<file path="config.mk">
export PLATFORM = sky130hd
export DESIGN_NAME = led_status_pattern_blinker
export DESIGN_NICKNAME = d
export VERILOG_FILES = /design/src/rtl/lspb_pkg.sv /design/src/rtl/lspb_cfg_regs.sv /design/src/rtl/led_status_pattern_blinker.sv
export SDC_FILE = /design/constraint.sdc
export NUM_CORES = 1
export LEC_CHECK = 0
export ABC_AREA = 1
export BUFFER_PORTS_ARGS = -buffer_cell sky130_fd_sc_hd__buf_2
export CAP_MARGIN = 10
export CORE_ASPECT_RATIO = 1.25
export CORE_MARGIN = 2
export CORE_UTILIZATION = 35
export DETAILED_ROUTE_END_ITERATION = 10
export GPL_ROUTABILITY_DRIVEN = 0
export SLEW_MARGIN = 20
export SYNTH_ARGS = -nofsm -noshare
export SYNTH_HDL_FRONTEND = slang
export SYNTH_SLANG_ARGS = --single-unit
</file>
<file path="constraint.sdc">
create_clock -name clk -period 6 [get_ports clk]
set_input_delay 0.6 -clock clk [delete_from_list [all_inputs] [get_ports clk]]
set_output_delay 0.6 -clock clk [all_outputs]
set_load 0.05 [all_outputs]
</file>
<file path="src/rtl/lspb_pkg.sv">
// shared types, command codes and register reset values for the status led blinker
package lspb_pkg;

	// command codes carried on cmd
	typedef enum logic [1:0] {
		CMD_TICK     = 2'd0,
		CMD_OVERRIDE = 2'd1,
		CMD_RELEASE  = 2'd2,
		CMD_UNUSED   = 2'd3
	} cmd_t;

	// controller state codes
	typedef enum logic [2:0] {
		ST_IDLE     = 3'd0,
		ST_START    = 3'd1,
		ST_TRACKING = 3'd2,
		ST_ELEMENT  = 3'd3,
		ST_ERROR    = 3'd4,
		ST_FINISH   = 3'd5,
		ST_SPARE6   = 3'd6,
		ST_SPARE7   = 3'd7
	} ctrl_state_t;

	// configuration register indexes
	typedef enum logic [2:0] {
		REG_PRESCALE  = 3'd0,
		REG_TIMEOUT   = 3'd1,
		REG_PAT_IDLE  = 3'd2,
		REG_PAT_START = 3'd3,
		REG_PAT_TRACK = 3'd4,
		REG_PAT_ELEM  = 3'd5,
		REG_PAT_ERROR = 3'd6,
		REG_PAT_FIN   = 3'd7
	} reg_idx_t;

	localparam int unsigned CfgDataW = 16;
	localparam int unsigned PatW     = 16;
	localparam int unsigned PhaseW   = 4;
	localparam int unsigned CountW   = 8;

	localparam logic [CountW-1:0] PrescaleRst  = 8'd10;
	localparam logic [CountW-1:0] TimeoutRst   = 8'd20;
	localparam logic [PatW-1:0]   PatIdleRst   = 16'h000F;
	localparam logic [PatW-1:0]   PatStartRst  = 16'h3333;
	localparam logic [PatW-1:0]   PatTrackRst  = 16'hFFFF;
	localparam logic [PatW-1:0]   PatElemRst   = 16'h8009;
	localparam logic [PatW-1:0]   PatErrorRst  = 16'hAAAA;
	localparam logic [PatW-1:0]   PatFinRst    = 16'hFFFF;
	localparam logic [CountW-1:0] FramesSatMax = 8'hFF;

	// settings seen by the frame logic
	typedef struct packed {
		logic [CountW-1:0] prescale;
		logic [CountW-1:0] timeout;
		logic [PatW-1:0]   pattern;
	} cfg_view_t;

endpackage

</file>
<file path="src/rtl/lspb_cfg_regs.sv">
// configuration registers and per-state blink pattern selection
module lspb_cfg_regs (
	input  logic                            clk,
	input  logic                            arst_n,
	input  logic                            cfg_we,
	input  logic [2:0]                      cfg_index,
	input  logic [lspb_pkg::CfgDataW-1:0]   cfg_data,
	input  logic [2:0]                      sel_state,
	output lspb_pkg::cfg_view_t             view
);

	logic [lspb_pkg::CountW-1:0] prescale_q;
	logic [lspb_pkg::CountW-1:0] timeout_q;
	logic [lspb_pkg::PatW-1:0]   pat_idle_q;
	logic [lspb_pkg::PatW-1:0]   pat_start_q;
	logic [lspb_pkg::PatW-1:0]   pat_track_q;
	logic [lspb_pkg::PatW-1:0]   pat_elem_q;
	logic [lspb_pkg::PatW-1:0]   pat_error_q;
	logic [lspb_pkg::PatW-1:0]   pat_fin_q;
	logic [lspb_pkg::PatW-1:0]   pat_sel;

	// register writes
	always_ff @(posedge clk or negedge arst_n) begin
		if (!arst_n) begin
			prescale_q  <= lspb_pkg::PrescaleRst;
			timeout_q   <= lspb_pkg::TimeoutRst;
			pat_idle_q  <= lspb_pkg::PatIdleRst;
			pat_start_q <= lspb_pkg::PatStartRst;
			pat_track_q <= lspb_pkg::PatTrackRst;
			pat_elem_q  <= lspb_pkg::PatElemRst;
			pat_error_q <= lspb_pkg::PatErrorRst;
			pat_fin_q   <= lspb_pkg::PatFinRst;
		end else if (cfg_we) begin
			case (lspb_pkg::reg_idx_t'(cfg_index))
				lspb_pkg::REG_PRESCALE:  prescale_q  <= cfg_data[lspb_pkg::CountW-1:0];
				lspb_pkg::REG_TIMEOUT:   timeout_q   <= cfg_data[lspb_pkg::CountW-1:0];
				lspb_pkg::REG_PAT_IDLE:  pat_idle_q  <= cfg_data;
				lspb_pkg::REG_PAT_START: pat_start_q <= cfg_data;
				lspb_pkg::REG_PAT_TRACK: pat_track_q <= cfg_data;
				lspb_pkg::REG_PAT_ELEM:  pat_elem_q  <= cfg_data;
				lspb_pkg::REG_PAT_ERROR: pat_error_q <= cfg_data;
				lspb_pkg::REG_PAT_FIN:   pat_fin_q   <= cfg_data;
				default: ;
			endcase
		end
	end

	// pattern for the current controller state, spare codes fall back to idle
	always_comb begin
		case (lspb_pkg::ctrl_state_t'(sel_state))
			lspb_pkg::ST_START:    pat_sel = pat_start_q;
			lspb_pkg::ST_TRACKING: pat_sel = pat_track_q;
			lspb_pkg::ST_ELEMENT:  pat_sel = pat_elem_q;
			lspb_pkg::ST_ERROR:    pat_sel = pat_error_q;
			lspb_pkg::ST_FINISH:   pat_sel = pat_fin_q;
			default:               pat_sel = pat_idle_q;
		endcase
	end

	assign view.prescale = prescale_q;
	assign view.timeout  = timeout_q;
	assign view.pattern  = pat_sel;

endmodule

</file>
<file path="src/rtl/led_status_pattern_blinker.sv">
// top level of the status led blink pattern generator
//
// Input channel (in_valid / in_stall) carries one command per transfer:
// a tick, an override set with its forced level, or an override release.
// Output channel (out_valid / out_stall) carries the new led level.
// Ticks are counted up to view.prescale; each completed frame advances
// the 4-bit phase and produces one transfer with the pattern bit of the
// current controller state (the held level under override, low in the
// finish state past the timeout). An override set produces one transfer
// at once; a release, an unused code or a tick inside a frame produce
// none. A command is registered at the input on its transfer and its
// result enters the output register once that is free or being taken.
// Throughput is one command per cycle when out_stall is low, set by the
// single input register feeding the frame logic. When the receiver stalls
// with a result waiting, an empty input register still takes one more
// command and then in_stall rises until the output register is drained.
// Reset clears counters, phase, override and both pipeline stages, and
// loads the register defaults. Configuration is written on cfg_we.
module led_status_pattern_blinker (
	input  logic                          clk,
	input  logic                          arst_n,
	input  logic                          cfg_we,
	input  logic [2:0]                    cfg_index,
	input  logic [lspb_pkg::CfgDataW-1:0] cfg_data,
	input  logic                          in_valid,
	output logic                          in_stall,
	input  logic [1:0]                    cmd,
	input  logic [2:0]                    controller_state,
	input  logic                          override_level,
	output logic                          out_valid,
	input  logic                          out_stall,
	output logic                          led_on
);

	logic                          valid_s1;
	logic [1:0]                    cmd_s1;
	logic [2:0]                    state_s1;
	logic                          level_s1;

	logic [lspb_pkg::CountW-1:0]   tick_count_q;
	logic [lspb_pkg::PhaseW-1:0]   frame_phase_q;
	logic [2:0]                    last_state_q;
	logic [lspb_pkg::CountW-1:0]   frames_q;
	logic                          override_on_q;
	logic                          override_held_q;
	logic                          out_valid_q;
	logic                          led_q;

	lspb_pkg::cfg_view_t           view;

	logic                          advance;
	logic                          proc;
	logic                          is_tick;
	logic                          is_set;
	logic                          is_release;
	logic [lspb_pkg::CountW-1:0]   tick_inc;
	logic                          frame_done;
	logic [lspb_pkg::PhaseW-1:0]   phase_next;
	logic                          state_changed;
	logic [lspb_pkg::CountW-1:0]   frames_next;
	logic                          emit;
	logic                          led_next;

	lspb_cfg_regs u_cfg (
		.clk       (clk),
		.arst_n    (arst_n),
		.cfg_we    (cfg_we),
		.cfg_index (cfg_index),
		.cfg_data  (cfg_data),
		.sel_state (state_s1),
		.view      (view)
	);

	// handshake: stage 1 moves on when the output slot is free or being taken
	assign advance  = !out_valid_q || !out_stall;
	assign proc     = valid_s1 && advance;
	assign in_stall = valid_s1 && !advance;

	// input register
	always_ff @(posedge clk or negedge arst_n) begin
		if (!arst_n) begin
			valid_s1 <= 1'b0;
		end else if (!in_stall) begin
			valid_s1 <= in_valid;
		end
	end

	always_ff @(posedge clk) begin
		if (!in_stall && in_valid) begin
			cmd_s1   <= cmd;
			state_s1 <= controller_state;
			level_s1 <= override_level;
		end
	end

	// command decode and frame arithmetic
	always_comb begin
		is_tick       = lspb_pkg::cmd_t'(cmd_s1) == lspb_pkg::CMD_TICK;
		is_set        = lspb_pkg::cmd_t'(cmd_s1) == lspb_pkg::CMD_OVERRIDE;
		is_release    = lspb_pkg::cmd_t'(cmd_s1) == lspb_pkg::CMD_RELEASE;
		tick_inc      = tick_count_q + 8'd1;
		frame_done    = is_tick && (tick_inc >= view.prescale);
		phase_next    = frame_phase_q + 4'd1;
		state_changed = state_s1 != last_state_q;
		if (state_changed) begin
			frames_next = '0;
		end else if (frames_q != lspb_pkg::FramesSatMax) begin
			frames_next = frames_q + 8'd1;
		end else begin
			frames_next = frames_q;
		end
		emit = is_set || frame_done;
		if (is_set) begin
			led_next = level_s1;
		end else if (override_on_q) begin
			led_next = override_held_q;
		end else if (lspb_pkg::ctrl_state_t'(state_s1) == lspb_pkg::ST_FINISH
				&& frames_next > view.timeout) begin
			led_next = 1'b0;
		end else begin
			led_next = view.pattern[phase_next];
		end
	end

	// blinker state
	always_ff @(posedge clk or negedge arst_n) begin
		if (!arst_n) begin
			tick_count_q    <= '0;
			frame_phase_q   <= '0;
			last_state_q    <= lspb_pkg::ST_IDLE;
			frames_q        <= '0;
			override_on_q   <= 1'b0;
			override_held_q <= 1'b0;
		end else if (proc) begin
			if (is_set) begin
				override_on_q   <= 1'b1;
				override_held_q <= level_s1;
			end else if (is_release) begin
				override_on_q <= 1'b0;
			end else if (is_tick) begin
				if (frame_done) begin
					tick_count_q  <= '0;
					frame_phase_q <= phase_next;
					last_state_q  <= state_s1;
					frames_q      <= frames_next;
				end else begin
					tick_count_q <= tick_inc;
				end
			end
		end
	end

	// output register
	always_ff @(posedge clk or negedge arst_n) begin
		if (!arst_n) begin
			out_valid_q <= 1'b0;
		end else if (advance) begin
			out_valid_q <= proc && emit;
		end
	end

	always_ff @(posedge clk) begin
		if (proc && emit) begin
			led_q <= led_next;
		end
	end

	assign out_valid = out_valid_q;
	assign led_on    = led_q;

	// a completed frame restarts the tick count
	assert property (@(posedge clk) disable iff (!arst_n)
		(proc && frame_done) |=> (tick_count_q == '0))
		else $error("tick count not cleared after frame");

	// an override set is reported at once with its level
	assert property (@(posedge clk) disable iff (!arst_n)
		(proc && is_set) |=> (out_valid_q && led_q == $past(level_s1)
			&& override_on_q))
		else $error("override set transfer wrong");

	// commands without a result leave the output slot empty
	assert property (@(posedge clk) disable iff (!arst_n)
		(proc && !emit) |=> !out_valid_q)
		else $error("spurious output transfer");

	// frame count saturates instead of wrapping
	assert property (@(posedge clk) disable iff (!arst_n)
		(proc && frame_done && !state_changed && frames_q == lspb_pkg::FramesSatMax)
			|=> (frames_q == lspb_pkg::FramesSatMax))
		else $error("frame count wrapped");

	// input stall only while a command waits behind a stalled result
	assert property (@(posedge clk) disable iff (!arst_n)
		in_stall |-> (valid_s1 && out_valid_q && out_stall))
		else $error("input stalled without cause");

endmodule
</file>
==> results of run 1 <==
sequential cells by signal, indices dropped and copies added (netlist names):
register,flops
u_cfg.pat_idle_q,16
last_state_q,3
out_valid,1
u_cfg.pat_start_q,16
u_cfg.pat_track_q,16
u_cfg.pat_fin_q,16
u_cfg.prescale_q,8
frames_q,8
u_cfg.timeout_q,8
level_s1,1
tick_count_q,8
u_cfg.pat_error_q,16
override_on_q,1
led_on,1
frame_phase_q,4
cmd_s1,2
u_cfg.pat_elem_q,16
state_s1,3
override_held_q,1
valid_s1,1
power by group:
group	internal (mW)	total [mW]	switching, mW	leakage [nW]
registers	1.26	1.42	0.155	1.70
logic	0.275	0.749	0.475	1.89
clock network	0.746	1.17	0.428	0.311
total	2.28	3.34	1.06	3.90
synthesized netlist by cell type (all sizes together), types with 5 or more instances:
library cell	instances
nand2	246
o21ai	130
inv	81
dfrtp	80
nand3	72
nor2	72
dfstp	59
a21oi	30
clkbuf	23
ha	21
nand4	21
buf	15
edfxtp	7
xor2	6
nor3	5
final cells by class:
type                            instances  area [µm²]
Sequential cell                       146        3760
Inverter                               81         307
Clock inverter                         11         174
Fill cell                            2158       12300
Timing Repair Buffer                   37         204
Tap cell                              274         343
Clock buffer                           21         482
Multi-Input combinational cell        616        3060
stage by stage:
stage               std cells  setup slack, ns  utilization, %  instance area, µm²  hold slack (ns)
floorplan                 881             3.65               -                7320            0.304
global placement         1154             3.14            37.1                7670            0.466
detailed placement       1154             3.05            37.1                7670            0.473
CTS                      1186             3.04            40.3                8320            0.243
global route             1186             2.74            40.3                8330            0.253
finish                   1186             3.06            40.3                8330            0.189
placed cells by master, fill, tap and decap left out, types with 3 or more instances in the layout:
cell / n
nand2_1: 240
o21ai_0: 130
dfrtp_1: 80
inv_1: 78
nand3_1: 69
nor2_1: 62
dfstp_2: 59
buf_2: 31
a21oi_1: 29
nand4_1: 21
ha_1: 21
clkbuf_16: 18
nor2_4: 7
edfxtp_1: 7
xor2_1: 6
buf_4: 5
xnor2_1: 4
a31oi_1: 4
nand2_2: 4
bufinv_16: 4
nor3_1: 3
nor2_2: 3
clkinvlp_4: 3
worst max-delay path, cell delays in order (launching register included):
cell,delay (ns)
dfrtp_1,0.40
nand3_1,0.15
nor3_1,0.22
nand2_1,0.10
xor2_1,0.17
ha_1,0.29
nand2_1,0.07
nor2_1,0.14
nand4_1,0.10
o2111ai_1,0.16
nand2_1,0.50
inv_1,0.39
o21ai_0,0.12
path summary, 6_finish.rpt:
path                                                    end  cells after the start
min in group clk                        cmd_s1[1]$_DFFE_PP_                      1
min reg2reg                 u_cfg.prescale_q[7]$_DFFE_PN0P_                      2
min                         u_cfg.pat_elem_q[5]$_DFFE_PN0P_                      1
max                                 frames_q[3]$_DFFE_PN0P_                     12
max reg2reg                         frames_q[3]$_DFFE_PN0P_                     12
max in group asynchronous  u_cfg.pat_start_q[6]$_DFFE_PN0P_                      2
logic make-up after synthesis:
| group | synth area share (%) |
|---|---|
| AO/OA/AOI/OAI | 11.8 |
| XOR/XNOR | 1.20 |
| adder cells (fa/ha/maj) | 3.59 |
| buffers and inverters | 6.99 |
| flip-flops | 51.4 |
| multiplexers | 0.154 |
| AND/OR/NAND/NOR | 24.9 |
layer usage:
metal	vias to the layer above	track usage [%]	routed length, µm
met4	0	6.38	372
met2	131	31.0	9470
met1	2818	21.9	8090
li1	2930	-	-
met3	30	3.28	649
met5	-	0	0
==> flow_summary.json, run 1 <==
{
  "core_um2": 20700,
  "syn-cell-area_um2": 7320,
  "clk_pin_slew_ns": 0.06,
  "globalRouteTotalUtil_pct": 17.7,
  "io_buffers": 32,
  "hold_violations": 0,
  "synth_cells": 881,
  "rsz0062_at_grt": "false",
  "start_util_pct": 35.4,
  "fmax_mhz": 340,
  "leakage_nw": 3.90,
  "hold_buffers": 0,
  "h-tree-depth": 4,
  "fp.dieH_um": 166,
  "die_w_um": 133,
  "vias": 5909,
  "antenna_found_initial": 0,
  "cts_tree": "built",
  "required_ns": 6.30,
  "vdd_drop_max_v": 0.000250,
  "status": "complete, no violations",
  "drt-wirelength-per-cell_um": 15.7,
  "synth-seq-cells": 146,
  "tightestPinTransition_ns": 0.821,
  "antennaDiodeCount": 0,
  "clk_latency_ns": 0.43,
  "syn-num-nets": 932,
  "drt_iter0_drc": 460,
  "finClkSkew_ns": 0.0102,
  "period_share_pct": 49.0,
  "start_kind": "flip-flop",
  "drv_cap": 0,
  "die_area_um2": 22100,
  "yosys.area.top_type": "dfrtp_1",
  "crit_start": "tick_count_q[2]$_DFFE_PN0P_",
  "cp-end-kind": "flip-flop",
  "synth-main-ff-cell": "dfrtp_1",
  "synth_edf_count": 7,
  "hpwl_um": 12200,
  "hold_path_class": "input port to asynchronous set/reset pin",
  "yosys_warnings": 0,
  "tns_ns": 0,
  "p_total_mw": 3.34,
  "path_max_fanout": 21,
  "finalNetCount": 950,
  "grt_pass1_vias": 5799,
  "arrival_ns": 3.24,
  "row_count": 59,
  "num_io_pins": 33,
  "grt.overflow.total": 0,
  "yosys.area.top_type_share_pct": 27.3,
  "synthArstFlopShare_pct": 95.2,
  "finalSetupViolCount": 0,
  "grt_pass1_wl_um": 30600,
  "yosysSeqAreaShare_pct": 51.4,
  "max-slew-margin-rel_pct": 45.3,
  "routed_wl_um": 18600,
  "maxSlewViolCount": 0,
  "drt_pre_antenna_iters": 5,
  "fin_crit_ns": 2.94,
  "drive_gt1_share_pct": 16.8,
  "cts_resized": 0,
  "post-cts-setup-buffers": 0,
  "antenna_left": 0,
  "synth_cell_types": 34,
  "area_growth_syn_to_layout_pct": 13.8,
  "cts_buffers": 17,
  "ff2ff_setup_slack_ns": 3.06,
  "critical_path_class": "flip-flop to flip-flop",
  "synth_area_leaders": "dfrtp_1 27%, dfstp_2 21%, nand2_1 12%, o21ai_0 8.9%, nand3_1 4.7%",
  "max-clock-path-buffers": 2,
  "r2r_start": "tick_count_q[2]$_DFFE_PN0P_",
  "grt_max_degree": 81,
  "vias_per_cell": 4.98,
  "avgSynthCellArea_um2": 8.31,
  "drcViolationCount": 0,
  "cts_sinks": 146,
  "power_density_nw_per_um2": 401,
  "clock-root-buffer": "clkbuf_16"
}
Note: power is estimated with default switching activity, not from simulation.
==> run 2, diff against run 1 <==
==> constraint.sdc (replaced) <==
create_clock -name clk -period 3.1 [get_ports clk]
set_input_delay 0.31 -clock clk [delete_from_list [all_inputs] [get_ports clk]]
set_output_delay 0.31 -clock clk [all_outputs]
set_load 0.05 [all_outputs]
==> run 2 against run 1 <==
Compared with the run above:
- the run now ends with hold timing left
- sequential power is 93% higher
- die area stayed put
- clock power rose by 70%
- clock skew rose by 0.0020 ns
- maximum frequency grew 10%
- first-iteration DRC count down 18%
- via count is 0.68% lower
- setup slack got worse by 2.6 ns
- register-to-register slack lost 2.6 ns
- critical path type unchanged
- critical endpoint is now led_on$_DFFE_PP_
- largest power group unchanged
- highest routed layer unchanged
==> flow_summary.json, run 2 (synthesis results as in run 1) <==
{
  "status": "finished with violations",
  "violations": "hold timing",
  "place_inst": 1161,
  "cp-end-kind": "flip-flop",
  "critical_path_class": "flip-flop to flip-flop",
  "vias": 5869,
  "final_common_cell": "nand2_1",
  "switchingPower_mw": 2.01,
  "fmax_mhz": 376,
  "drv_cap": 0,
  "finClkSkew_ns": 0.0122,
  "critPathSlowestCell": "dfrtp_1",
  "finalNonFillerCells": 1193,
  "die_area_um2": 22100,
  "cpPeakStageDelay_ns": 0.43,
  "leakage_nw": 3.90,
  "period_share_pct": 85.8,
  "grt_pass1_wl_um": 30900,
  "start_util_pct": 35.4,
  "grt_max_degree": 88,
  "design_area_um2": 8310,
  "area_growth_syn_to_layout_pct": 13.5,
  "crit_chain": "ha_1 > nand2_1 > nor2_1 > nand3_2 > nand3_1 > inv_1 > nand3_1 > nand2_1 > nor2_1 > ha_1 > nand2_1 > nor2_1 > nand2_1 > o211ai_1 > a31oi_1 > nand3_1 > a21oi_2",
  "fp.dieH_um": 166,
  "num_io_pins": 33,
  "p_int_mw": 4.18,
  "fin_crit_ns": 2.66,
  "utilization_pct": 40.2,
  "drive_gt1_share_pct": 17.0,
  "rsz0062_at_grt": "false",
  "globalRouteTotalUtil_pct": 17.8,
  "vias_per_cell": 4.92,
  "max-clock-path-buffers": 2,
  "drcViolationCount": 0,
  "timing.hold.ws_ns": -0.0443,
  "cts_tree": "built",
  "antenna_left": 0,
  "row_count": 59,
  "core_um2": 20700,
  "h-tree-depth": 4,
  "post-cts-setup-buffers": 0,
  "drt_pre_antenna_iters": 5,
  "start_kind": "flip-flop",
  "p_seq_share_pct": 44.3,
  "vdd_drop_max_v": 0.000464,
  "cts_sinks": 146,
  "p_total_mw": 6.18,
  "placed_area_um2": 7730,
  "clk_pin_slew_ns": 0.06,
  "io_buffers": 32,
  "tns_ns": 0,
  "tightestPinTransition_ns": 1.01,
  "hold_violations": 29,
  "antennaDiodeCount": 0,
  "power_frac_clock_pct": 32.2,
  "required_ns": 3.39,
  "finalNetCount": 957,
  "grt_pass1_vias": 5825,
  "cts_buffers": 17,
  "finalSetupViolCount": 0,
  "power_density_nw_per_um2": 744,
  "drt-wirelength-per-cell_um": 15.6,
  "hold_buffers": 0,
  "combPwrFrac_pct": 23.5,
  "drt_iter0_drc": 375,
  "die_w_um": 133,
  "hold_path_class": "input port to asynchronous set/reset pin",
  "grt.overflow.total": 0,
  "cts_resized": 0,
  "path_max_fanout": 8,
  "maxSlewViolCount": 0,
  "routed_wl_um": 18600,
  "clk_latency_ns": 0.43,
  "antenna_found_initial": 0,
  "clock-root-buffer": "clkbuf_16",
  "final_cell_mix": "241 x nand2_1, 130 x o21ai_0, 80 x dfrtp_1, 78 x inv_1, 69 x nand3_1",
  "netSwitchingFraction_pct": 32.5,
  "crit_top_cell": "nand2_1",
  "hpwl_um": 12500,
  "max-slew-margin-rel_pct": 32.7,
  "arrival_ns": 2.95
}
## run 2: final timing paths
kind / slack (ns) / cells after the start / endpoint / startpoint
hold / removal: -0.04 / 1 / u_cfg.pat_elem_q[14]$_DFFE_PN0P_ / arst_n
hold reg to reg: 0.48 / 2 / u_cfg.pat_elem_q[6]$_DFFE_PN0P_ / u_cfg.pat_elem_q[6]$_DFFE_PN0P_
min in group clk: 0.06 / 1 / cmd_s1[0]$_DFFE_PP_ / cmd[0]
setup / recovery: 0.44 / 17 / led_on$_DFFE_PP_ / frames_q[0]$_DFFE_PN0P_
max in group asynchronous: 2.29 / 2 / u_cfg.pat_fin_q[4]$_DFFE_PN1P_ / arst_n
setup reg to reg: 0.44 / 17 / led_on$_DFFE_PP_ / frames_q[0]$_DFFE_PN0P_
## run 2: worst max-delay path, delay by kind of cell, from the launching register on
family	cells	cell delay [ns]
adder cells (fa/ha/maj)	2	0.48
AO/OA/AOI/OAI	3	0.37
AND/OR/NAND/NOR	11	1.17
flip-flops	1	0.43
buffers and inverters	1	0.08
## run 2: power by group through the flow
stage | combinational (mW) | clock [mW] | sequential [mW]
CTS | 1.47 | 2.03 | 2.74
detailed placement | 1.46 | 0 | 2.76
floorplan | 1.10 | 0 | 2.68
finish | 1.45 | 1.99 | 2.74
global placement | 1.44 | 0 | 2.76
global route | 1.71 | 2.12 | 2.79
## run 2: metal layers
metal / vias up / wire length (µm) / global-route usage (%)
met5: - / 0 / 0
met4: 0 / 206 / 4.35
met3: 15 / 702 / 3.67
met2: 119 / 9500 / 31.0
met1: 2801 / 8200 / 22.7
li1: 2934 / - / -
## run 2: per-stage QoR
stage / worst slack (ns) / hold slack, ns
detailed placement: 0.514 / 0.449
global route: 0.0974 / 0.0288
floorplan: 0.746 / 0.0144
finish: 0.439 / -0.0443
global placement: 0.577 / 0.446
CTS: 0.472 / 0.00295
## run 2: area by class of cell
cell class | instances | area (µm²)
Clock buffer | 24 | 493
Clock inverter | 8 | 77.6
Fill cell | 2152 | 12400
Inverter | 81 | 307
Multi-Input combinational cell | 616 | 3060
Sequential cell | 146 | 3760
Tap cell | 274 | 343
Timing Repair Buffer | 44 | 269
==> run 3, diff against run 2 <==
--- a/config.mk
+++ b/config.mk
@@ -13,6 +13,7 @@
 export CORE_UTILIZATION = 35
 export DETAILED_ROUTE_END_ITERATION = 10
 export GPL_ROUTABILITY_DRIVEN = 0
+export SKIP_CTS_REPAIR_TIMING = 1
 export SLEW_MARGIN = 20
 export SYNTH_ARGS = -nofsm -noshare
 export SYNTH_HDL_FRONTEND = slang
==> constraint.sdc (replaced) <==
create_clock -name clk -period 2.7 [get_ports clk]
set_input_delay 0.27 -clock clk [delete_from_list [all_inputs] [get_ports clk]]
set_output_delay 0.27 -clock clk [all_outputs]
set_load 0.05 [all_outputs]
==> run 3 against run 2 <==
Compared with the run above:
- the run now ends clean
- global-route usage is essentially flat
- sequential share of layout area shrank 0.88 points
- power is 18% higher
- clock-buffer cell count shrank 5
- cell count increased by 1.0%
- via count rose by 0.27%
- utilization increased by 0.80 points
- critical endpoint unchanged
==> flow_summary.json, run 3 (synthesis results as in run 1) <==
{
  "status": "complete, no violations",
  "drcViolationCount": 0,
  "hold_violations": 0,
  "crit_chain": "ha_2 > nand2_1 > nor2_4 > nand3_4 > a21oi_1 > nor3_4 > ha_1 > nand2_1 > o21ai_0 > nand2_1 > o211ai_1 > a31oi_1 > nand3_1 > a21oi_2",
  "finalNetCount": 969,
  "vdd_drop_max_v": 0.000535,
  "num_io_pins": 33,
  "grt.overflow.total": 0,
  "antenna_left": 0,
  "r2r_start": "frames_q[1]$_DFFE_PN0P_",
  "clock-root-buffer": "clkbuf_16",
  "clk_pin_slew_ns": 0.06,
  "grt_pass1_wl_um": 30700,
  "utilization_pct": 41.0,
  "max-slew-margin-rel_pct": 57.2,
  "tightestPinTransition_ns": 0.641,
  "finalSetupViolCount": 0,
  "fp.dieH_um": 166,
  "reg2reg_depth": 14,
  "tns_ns": 0,
  "design_area_um2": 8470,
  "path_buf_inv": 0,
  "antenna_found_initial": 0,
  "die_w_um": 133,
  "antennaDiodeCount": 0,
  "h-tree-depth": 4,
  "pre_cts_ws_ns": 0.0584,
  "critical_path_class": "flip-flop to flip-flop",
  "leakage_nw": 3.97,
  "reg2reg_to": "led_on$_DFFE_PP_",
  "drt_iter0_drc": 295,
  "io_buffers": 32,
  "fmax_mhz": 395,
  "cp-end-kind": "flip-flop",
  "area_growth_syn_to_layout_pct": 15.7,
  "cpPeakStageDelay_ns": 0.41,
  "globalRouteTotalUtil_pct": 17.8,
  "finClkSkew_ns": 0.00739,
  "min_from": "cmd[1]",
  "cts_tree": "built",
  "arrival_ns": 2.71,
  "grt_pass1_vias": 5791,
  "hold_path_depth": 1,
  "core_um2": 20700,
  "max-clock-path-buffers": 2,
  "drive_gt1_share_pct": 18.7,
  "vias": 5885,
  "maxSlewViolCount": 0,
  "final_common_cell": "nand2_1",
  "drt_pre_antenna_iters": 4,
  "start_kind": "flip-flop",
  "start_util_pct": 35.4,
  "final_cell_mix": "243 x nand2_1, 130 x o21ai_0, 80 x dfrtp_1, 78 x inv_1, 67 x nand3_1",
  "routed_wl_um": 18900,
  "ff2ff_setup_slack_ns": 0.17,
  "period_share_pct": 93.8,
  "crit_family": "compound AO/OA/AOI/OAI gates",
  "cts_buffers": 17,
  "critPathSlowestCell": "dfrtp_1",
  "grt_max_degree": 64,
  "drv_cap": 0,
  "clk_latency_ns": 0.43,
  "hold_end": "cmd_s1[1]$_DFFE_PP_",
  "crit_top_cell": "nand2_1",
  "crit_start": "frames_q[1]$_DFFE_PN0P_",
  "hpwl_um": 12600,
  "fillCellCount": 2155,
  "hold_path_class": "input port to flip-flop",
  "die_area_um2": 22100,
  "power_density_nw_per_um2": 859,
  "path_max_fanout": 8,
  "setup_slack_ns": 0.166,
  "timing.hold.ws_ns": 0.0160,
  "placed_area_um2": 7810,
  "row_count": 59,
  "required_ns": 2.88,
  "fin_crit_ns": 2.53,
  "vias_per_cell": 4.88,
  "drt-wirelength-per-cell_um": 15.7,
  "cts_sinks": 146
}
run 3: through the flow:
stage	total power, mW	std cells
floorplan	4.33	881
finish	7.27	1205
global route	7.75	1205
detailed placement	4.87	1170
CTS	7.30	1202
global placement	4.83	1170
run 3: per-layer routing:
layer / GRT usage [%] / share of wire, % / vias up
li1: - / - / 2962
met1: 22.5 / 45 / 2809
met2: 31.0 / 51 / 86
met3: 3.03 / 2.7 / 28
met4: 5.74 / 2.1 / 0
met5: 0 / 0 / -
run 3: where the power goes:
part	switching (mW)	internal, mW
clock	0.946	1.45
sequential	0.291	2.80
combinational	1.13	0.655
total	2.36	4.91
run 3: worst max path at each step:
| stage | end | slack, ns | cells after the start |
|---|---|---|---|
| after floorplan | led_on$_DFFE_PP_ | 0.35 | 15 |
| after global placement | led_on$_DFFE_PP_ | 0.15 | 15 |
| after detailed placement | led_on$_DFFE_PP_ | 0.06 | 15 |
| after CTS | led_on$_DFFE_PP_ | 0.02 | 15 |
| after global routing | led_on$_DFFE_PP_ | -0.03 | 17 |
| final | led_on$_DFFE_PP_ | 0.17 | 14 |
run 3: final cells by class:
| cell class | count | area (µm²) | share of cell area, % |
|---|---|---|---|
| flip-flops and latches | 146 | 3760 | 44.4 |
| well taps | 274 | 343 | 4.05 |
| repair buffers | 56 | 374 | 4.42 |
| inverters | 81 | 307 | 3.62 |
| clock inverters | 13 | 159 | 1.88 |
| clock buffers | 19 | 433 | 5.11 |
| multi-input cells | 616 | 3100 | 36.5 |
